**src/sv/cpfq_pkg.sv**
```systemverilog
// Shared types and constants for the CAN priority frame queue.
`timescale 1ns / 1ps

package cpfq_pkg;

    localparam int QUEUE_DEPTH_DEFAULT = 16;
    localparam int ID_W                = 11;
    localparam int LEN_W               = 4;
    localparam int DATA_W              = 64;
    localparam int LEVEL_W             = 5;
    localparam int RCOUNT_W            = 4;

    localparam logic [RCOUNT_W-1:0] READER_COUNT_RESET = 4'd3;

    localparam logic OP_SEND    = 1'b0;
    localparam logic OP_RECEIVE = 1'b1;

    typedef struct packed {
        logic              opcode;
        logic [ID_W-1:0]   frame_id;
        logic [LEN_W-1:0]  frame_len;
        logic [DATA_W-1:0] frame_data;
    } frame_req_t;

    typedef struct packed {
        logic               send_accepted;
        logic               frame_valid;
        logic [ID_W-1:0]    out_id;
        logic [LEN_W-1:0]   out_len;
        logic [DATA_W-1:0]  out_data;
        logic               frame_cleared;
        logic [LEVEL_W-1:0] queue_level;
    } frame_rsp_t;

    typedef struct packed {
        logic [ID_W-1:0]   id;
        logic [LEN_W-1:0]  len;
        logic [DATA_W-1:0] data;
    } entry_t;

endpackage

```
**src/sv/can_priority_frame_queue.sv**
```systemverilog
// CAN frame store that serves the lowest identifier first, oldest first among equals.
`timescale 1ns / 1ps

// A send transfer appends a frame at the tail of a store with one write port and one
// registered read port (dropped and flagged when full). A receive transfer scans the
// held entries one per cycle through the store's registered read port, keeping the
// lowest identifier seen so far; on the last permitted read the winning entry is
// removed by moving each later entry down one slot, again one per cycle. A receive
// on an empty store skips the scan and answers with no valid frame. The request
// channel is held off while an item is in progress; a finished result waits in an
// output register so the next item can be taken before it is collected. The reader
// count may be written at any time the block is idle and takes effect on the next
// receive.
module can_priority_frame_queue
    import cpfq_pkg::*;
#(
    parameter int QUEUE_DEPTH = QUEUE_DEPTH_DEFAULT
) (
    input  logic                clk,
    input  logic                rst_n,
    input  logic                req_valid,
    output logic                req_ready,
    input  frame_req_t          req,
    output logic                rsp_valid,
    input  logic                rsp_ready,
    output frame_rsp_t          rsp,
    input  logic                cfg_valid,
    output logic                cfg_ready,
    input  logic [RCOUNT_W-1:0] cfg_reader_count
);

    localparam int ADDR_W = (QUEUE_DEPTH > 1) ? $clog2(QUEUE_DEPTH) : 1;
    localparam int CNT_W  = $clog2(QUEUE_DEPTH + 1);

    localparam logic [1:0] ST_IDLE  = 2'd0;
    localparam logic [1:0] ST_SCAN  = 2'd1;
    localparam logic [1:0] ST_SHIFT = 2'd2;
    localparam logic [1:0] ST_DONE  = 2'd3;

    entry_t entry_mem [QUEUE_DEPTH];

    logic [1:0]          state_reg, state_next;
    logic [CNT_W-1:0]    held_reg, held_next;
    logic [RCOUNT_W-1:0] reads_done_reg, reads_done_next;
    logic [RCOUNT_W-1:0] reader_count_reg;
    logic [ADDR_W-1:0]   idx_reg, idx_next;
    logic [ADDR_W-1:0]   best_idx_reg, best_idx_next;
    entry_t              best_reg, best_next;
    entry_t              rd_data_reg;
    frame_rsp_t          res_reg, res_next;
    frame_rsp_t          rsp_reg, rsp_next;
    logic                rsp_valid_reg, rsp_valid_next;

    logic                mem_we;
    logic [ADDR_W-1:0]   mem_wa;
    entry_t              mem_wd;
    logic [ADDR_W-1:0]   rd_addr;

    logic                take_cur;
    entry_t              best_cur;
    logic [ADDR_W-1:0]   best_idx_cur;
    logic [CNT_W-1:0]    idx_inc, idx_inc2, best_inc;
    logic [RCOUNT_W-1:0] read_cnt, limit;

    assign req_ready = (state_reg == ST_IDLE);
    assign cfg_ready = 1'b1;
    assign rsp_valid = rsp_valid_reg;
    assign rsp       = rsp_reg;

    // The entry read last cycle belongs to idx_reg; the first one seeds the minimum.
    assign take_cur     = (idx_reg == '0) || (rd_data_reg.id < best_reg.id);
    assign best_cur     = take_cur ? rd_data_reg : best_reg;
    assign best_idx_cur = take_cur ? idx_reg : best_idx_reg;

    assign idx_inc  = CNT_W'(idx_reg) + CNT_W'(1);
    assign idx_inc2 = CNT_W'(idx_reg) + CNT_W'(2);
    assign best_inc = CNT_W'(best_idx_cur) + CNT_W'(1);
    assign read_cnt = reads_done_reg + RCOUNT_W'(1);
    assign limit    = (reader_count_reg == '0) ? RCOUNT_W'(1) : reader_count_reg;

    always_comb
    begin
        state_next      = state_reg;
        held_next       = held_reg;
        reads_done_next = reads_done_reg;
        idx_next        = idx_reg;
        best_idx_next   = best_idx_reg;
        best_next       = best_reg;
        res_next        = res_reg;
        rsp_next        = rsp_reg;
        rsp_valid_next  = rsp_valid_reg && !rsp_ready;
        mem_we          = 1'b0;
        mem_wa          = idx_reg;
        mem_wd          = '{id: req.frame_id, len: req.frame_len, data: req.frame_data};
        rd_addr         = '0;

        unique case (state_reg)
            ST_IDLE:
            begin
                if (req_valid)
                begin
                    res_next = '0;
                    if (req.opcode == OP_SEND)
                    begin
                        if (held_reg < CNT_W'(QUEUE_DEPTH))
                        begin
                            mem_we                 = 1'b1;
                            mem_wa                 = held_reg[ADDR_W-1:0];
                            held_next              = held_reg + CNT_W'(1);
                            reads_done_next        = '0;
                            res_next.send_accepted = 1'b1;
                        end
                        state_next = ST_DONE;
                    end
                    else if (held_reg == '0)
                    begin
                        state_next = ST_DONE;
                    end
                    else
                    begin
                        rd_addr    = '0;
                        idx_next   = '0;
                        state_next = ST_SCAN;
                    end
                end
            end

            ST_SCAN:
            begin
                best_next     = best_cur;
                best_idx_next = best_idx_cur;
                if (idx_inc == held_reg)
                begin
                    res_next.frame_valid = 1'b1;
                    res_next.out_id      = best_cur.id;
                    res_next.out_len     = best_cur.len;
                    res_next.out_data    = best_cur.data;
                    if (read_cnt >= limit)
                    begin
                        res_next.frame_cleared = 1'b1;
                        reads_done_next        = '0;
                        if (best_inc < held_reg)
                        begin
                            rd_addr    = best_inc[ADDR_W-1:0];
                            idx_next   = best_idx_cur;
                            state_next = ST_SHIFT;
                        end
                        else
                        begin
                            held_next  = held_reg - CNT_W'(1);
                            state_next = ST_DONE;
                        end
                    end
                    else
                    begin
                        reads_done_next = read_cnt;
                        state_next      = ST_DONE;
                    end
                end
                else
                begin
                    rd_addr  = idx_inc[ADDR_W-1:0];
                    idx_next = idx_inc[ADDR_W-1:0];
                end
            end

            ST_SHIFT:
            begin
                // The entry above idx_reg has just been read; move it down one slot.
                mem_we = 1'b1;
                mem_wa = idx_reg;
                mem_wd = rd_data_reg;
                if (idx_inc2 < held_reg)
                begin
                    rd_addr  = idx_inc2[ADDR_W-1:0];
                    idx_next = idx_inc[ADDR_W-1:0];
                end
                else
                begin
                    held_next  = held_reg - CNT_W'(1);
                    state_next = ST_DONE;
                end
            end

            ST_DONE:
            begin
                if (!rsp_valid_reg || rsp_ready)
                begin
                    rsp_next             = res_reg;
                    rsp_next.queue_level = LEVEL_W'(held_reg);
                    rsp_valid_next       = 1'b1;
                    state_next           = ST_IDLE;
                end
            end

            default:
            begin
                state_next = ST_IDLE;
            end
        endcase
    end

    always_ff @(posedge clk)
    begin
        if (mem_we)
        begin
            entry_mem[mem_wa] <= mem_wd;
        end
        rd_data_reg <= entry_mem[rd_addr];
    end

    always_ff @(posedge clk)
    begin
        best_reg     <= best_next;
        best_idx_reg <= best_idx_next;
        idx_reg      <= idx_next;
        res_reg      <= res_next;
        rsp_reg      <= rsp_next;
    end

    always_ff @(posedge clk or negedge rst_n)
    begin
        if (!rst_n)
        begin
            state_reg        <= ST_IDLE;
            held_reg         <= '0;
            reads_done_reg   <= '0;
            reader_count_reg <= READER_COUNT_RESET;
            rsp_valid_reg    <= 1'b0;
        end
        else
        begin
            state_reg      <= state_next;
            held_reg       <= held_next;
            reads_done_reg <= reads_done_next;
            rsp_valid_reg  <= rsp_valid_next;
            if (cfg_valid && cfg_ready)
            begin
                reader_count_reg <= cfg_reader_count;
            end
        end
    end

endmodule
```
**config.mk**
```make
export PLATFORM = sky130hd
export DESIGN_NAME = can_priority_frame_queue
export DESIGN_NICKNAME = d
export VERILOG_FILES = /design/src/sv/cpfq_pkg.sv /design/src/sv/can_priority_frame_queue.sv
export SDC_FILE = /design/constraint.sdc
export NUM_CORES = 2
export LEC_CHECK = 0
export BUFFER_PORTS_ARGS = -buffer_cell sky130_fd_sc_hd__buf_2
export CAP_MARGIN = 20
export CORE_MARGIN = 2
export CORE_UTILIZATION = 60
export DETAILED_ROUTE_END_ITERATION = 10
export GPL_TIMING_DRIVEN = 0
export PLACE_DENSITY = 0.73
export SYNTH_ARGS = -nofsm -noshare
export SYNTH_HDL_FRONTEND = slang
export SYNTH_SLANG_ARGS = --single-unit
export TNS_END_PERCENT = 1
```
**constraint.sdc**
```tcl
create_clock -name clk -period 7.4 [get_ports clk]
set_clock_uncertainty 0.15 [all_clocks]
set_input_delay 0.37 -clock clk [delete_from_list [all_inputs] [get_ports clk]]
set_output_delay 0.37 -clock clk [all_outputs]
set_load 0.005 [all_outputs]
```
==> metrics.txt <==
Final Hold Viols 0; final WL 183000 um; Final min period slightly above 7 ns; Yosys reg bits between 1500 and 2000; CP endpoint kind flip-flop; grt ovf 0; routed length per instance 27.3 um; critical path arrival around 7.7 ns; crit-path cells inv_1 > ha_1 > nand4_1 > nor3_2 > a21oi_2 > a21oi_1 > buf_4 > nand2_1 > o21ai_0 > ha_1 > xor2_1 > ha_1 > a21oi_1 > o21ai_0 > a221oi_2 > and4_1 > a32oi_1 > buf_2 > buf_2 > buf_2 > nand2_1 > nand3_1 > o2111ai_1 > o2111ai_1; final worst path period share between 90% and 100%; CTS tree built; critical path required time roughly 8 ns; Root Driver clkbuf_16; Seq/Total Area, Yosys between 70% and 80%; FP Rows approximately 120; Leakage 25.8 nW; Mapped Nets approximately 4900; share of layout cells above drive strength 1 between 15 and 20%; Synth Instances 4752; endpoints failing setup 0; critical path's slowest cell buf_2; Setup crit start kind flip-flop; DRT Pass-1 Iters 7; max_slew headroom between 10% and 20%; placed inst area between 60000 and 70000 um^2; Util after Layout between 60% and 70%; highest clock rate around 0.14 GHz; worst slew pin tran between 1 and 1.5 ns; ys async rst share less than 1%; status complete, no violations; Slowest Stage Delay on Critical Path around 0.73 ns; Main synth FF type edfxtp_1; Reg clk slew, reported paths 0.06 ns; post-route ant nets 0; Max-cap violations 0; Total Nets Final ~5300; maximum VDD drop 226 uV; total power 17.9 mW; CP Class reg -> reg; vias in the first global route roughly 43000; placed cells 6400; syn avg cell area between 10 and 15 um^2; fin. max-slew vios 0; RSZ-0062 raised after global routing no; Worst Path Max Fanout 14; Worst Hold Class in -> reg; detailed placement HPWL around 120000 um; max FFs per register 1264; # port buffers 177; first-pass GRT wire length around 270000 um; Die Y-Extent 334 um; Finished Cell Area about 75000 um^2; Clock Sinks between 1500 and 2000; core box area roughly 110000 um^2; initial antenna violation count 9; post-route DRC violation count 0; clock latency at the later pin of the worst-skew pair just under 0.8 ns; Chip Width between 300 and 400 um; DIE AREA roughly 110000 um^2; worst setup margin 0.194 ns; Synthesis Warnings 0; Vias ~44000; area grow syn2layout 14.2%; CTS Buffer Depth 3; Syn Std Cell Area approximately 65000 um^2; Buf/Inv on CP 5; Layout Cells excl Fill ~6700; Avg Vias per Cell around 6.5; Initial Util between 60% and 70%; # IOs approximately 180; TritonCTS Buffers 159; Top Family by Delay on Critical Path buffers and inverters; Post-synth EDFFs between 1500 and 2000; GRT Total Usage ~33%; Placer Congestion around 0.92; Setup WS pre-CTS -1.36 ns; CTS H-tree depth 4; Initial DRC Count slightly below 6000; pwr/cell area 239 nW/um^2; pin count of the biggest net entering global routing 46; distinct cell type count after synthesis 74
==> placed cells by master (no fill, tap or decap), types with 82 or more instances in the layout <==
cell       count
nand2_1      662
and2_1        84
a31oi_1      246
mux2_2       161
nor3_1       245
edfxtp_1    1520
nand4_1       82
inv_1        191
o2111ai_1    237
nand3_1      243
clkbuf_16    164
a21oi_1      105
buf_2        311
clkbuf_1     247
==> what timing repair did <==
item	in CTS	in global routing
resized for setup	6	8
setup endpoints to repair	79	79
gates cloned	0	0
pin swaps	0	1
hold buffers	17	0
hold endpoints to repair	28	0
buffers inserted	0	1
==> final timing paths <==
| check | end | cells after the start | slack (ns) | from |
|---|---|---|---|---|
| worst min-delay path | entry_mem[4][24] | 2 | 0.04 | req[24] |
| worst max register to register | rd_data_reg[0] | 24 | 0.19 | best_reg[78] |
| worst max-delay path | rd_data_reg[0] | 24 | 0.19 | best_reg[78] |
| max in group asynchronous | rsp_valid | 4 | 5.54 | rst_n |
| worst min register to register | rsp[9] | 0 | 0.27 | res_reg[9] |
| min in group asynchronous | reader_count_reg[0] | 3 | 0.50 | rst_n |
==> worst register-to-register path, stage by stage, from the launching register on <==
cell       delay (ns)
edfxtp_1         0.36
inv_1            0.05
ha_1             0.31
nand4_1          0.31
nor3_2           0.37
a21oi_2          0.15
a21oi_1          0.26
buf_4            0.38
nand2_1          0.11
o21ai_0          0.21
ha_1             0.29
xor2_1           0.37
ha_1             0.21
a21oi_1          0.06
o21ai_0          0.35
a221oi_2         0.12
and4_1           0.25
a32oi_1          0.20
buf_2            0.73
buf_2            0.71
buf_2            0.38
nand2_1          0.08
nand3_1          0.09
o2111ai_1        0.23
o2111ai_1        0.30
==> stage by stage <==
step                hold slack [ns]  setup TNS, ns
finish                       0.0449              0
global route                 0.0617              0
CTS                          0.0148              0
detailed placement            0.154         -92.09
global placement              0.146       -3201.65
floorplan                   -0.0756              0
==> where the power goes <==
part	leakage (nW)	switching, mW	internal (mW)
Combinational	8.25	0.0237	0.0295
Sequential	15.1	0.000855	9.84
Clock	2.50	3.42	4.55
==> logic make-up after synthesis <==
| group | after synthesis | synth area share [%] |
|---|---|---|
| flops | 1615 | 72.7 |
| simple gates | 1536 | 11.3 |
| compound gates | 809 | 8.59 |
| buf+inv | 576 | 3.63 |
| mux | 163 | 2.80 |
| fa+ha+maj | 36 | 0.699 |
| xor+xnor | 16 | 0.235 |
| other cells | 1 | 0.00573 |
==> final cells by class <==
cell class	instances	area [um^2]
Antenna cell	4	10.0
Buffer	381	1670
Clock buffer	224	4480
Clock inverter	67	647
Fill cell	7270	33700
Inverter	193	728
Multi-Input combinational cell	2561	15600
Sequential cell	1615	47600
Tap cell	1414	1770
Timing Repair Buffer	253	2240
==> Yosys cell counts, types with 3 or more instances <==
| cell | n | area, um^2 |
|---|---|---|
| o211a_1 | 3 | 30.0 |
| o21ai_0 | 55 | 275 |
| mux2_2 | 161 | 1810 |
| nor2b_1 | 7 | 43.8 |
| clkbuf_1 | 207 | 777 |
| xnor2_1 | 7 | 61.3 |
| nand3b_1 | 79 | 593 |
| nor3_1 | 245 | 1230 |
| nor2_1 | 33 | 124 |
| nand2_1 | 662 | 2480 |
| dfrtp_1 | 14 | 350 |
| o211ai_1 | 3 | 22.5 |
| a21o_1 | 4 | 30.0 |
| nand4_1 | 82 | 513 |
| a21oi_1 | 106 | 531 |
| buf_2 | 140 | 701 |
| edfxtp_1 | 1520 | 45600 |
| buf_1 | 26 | 97.6 |
| a32o_1 | 3 | 30.0 |
| ha_1 | 35 | 438 |
| inv_1 | 192 | 721 |
| nand2b_1 | 6 | 37.5 |
| or3_1 | 79 | 494 |
| o2111ai_1 | 237 | 2080 |
| o21ai_1 | 47 | 235 |
| and2_1 | 85 | 532 |
| buf_4 | 9 | 67.6 |
| nand3_1 | 243 | 1220 |
| a31oi_1 | 246 | 1540 |
| and3_1 | 3 | 18.8 |
| a211oi_1 | 79 | 593 |
| xor2_1 | 8 | 70.1 |
| dfxtp_1 | 79 | 1580 |
==> layer usage <==
metal,vias to the layer above,track usage [%],routed length [um]
met1,21300,44.2,68000
met3,513,6.66,20400
met5,-,0,10
li1,19000,-,-
met2,2794,51.4,85200
met4,2,16.0,9690
Note: power is estimated with default switching activity, not from simulation.
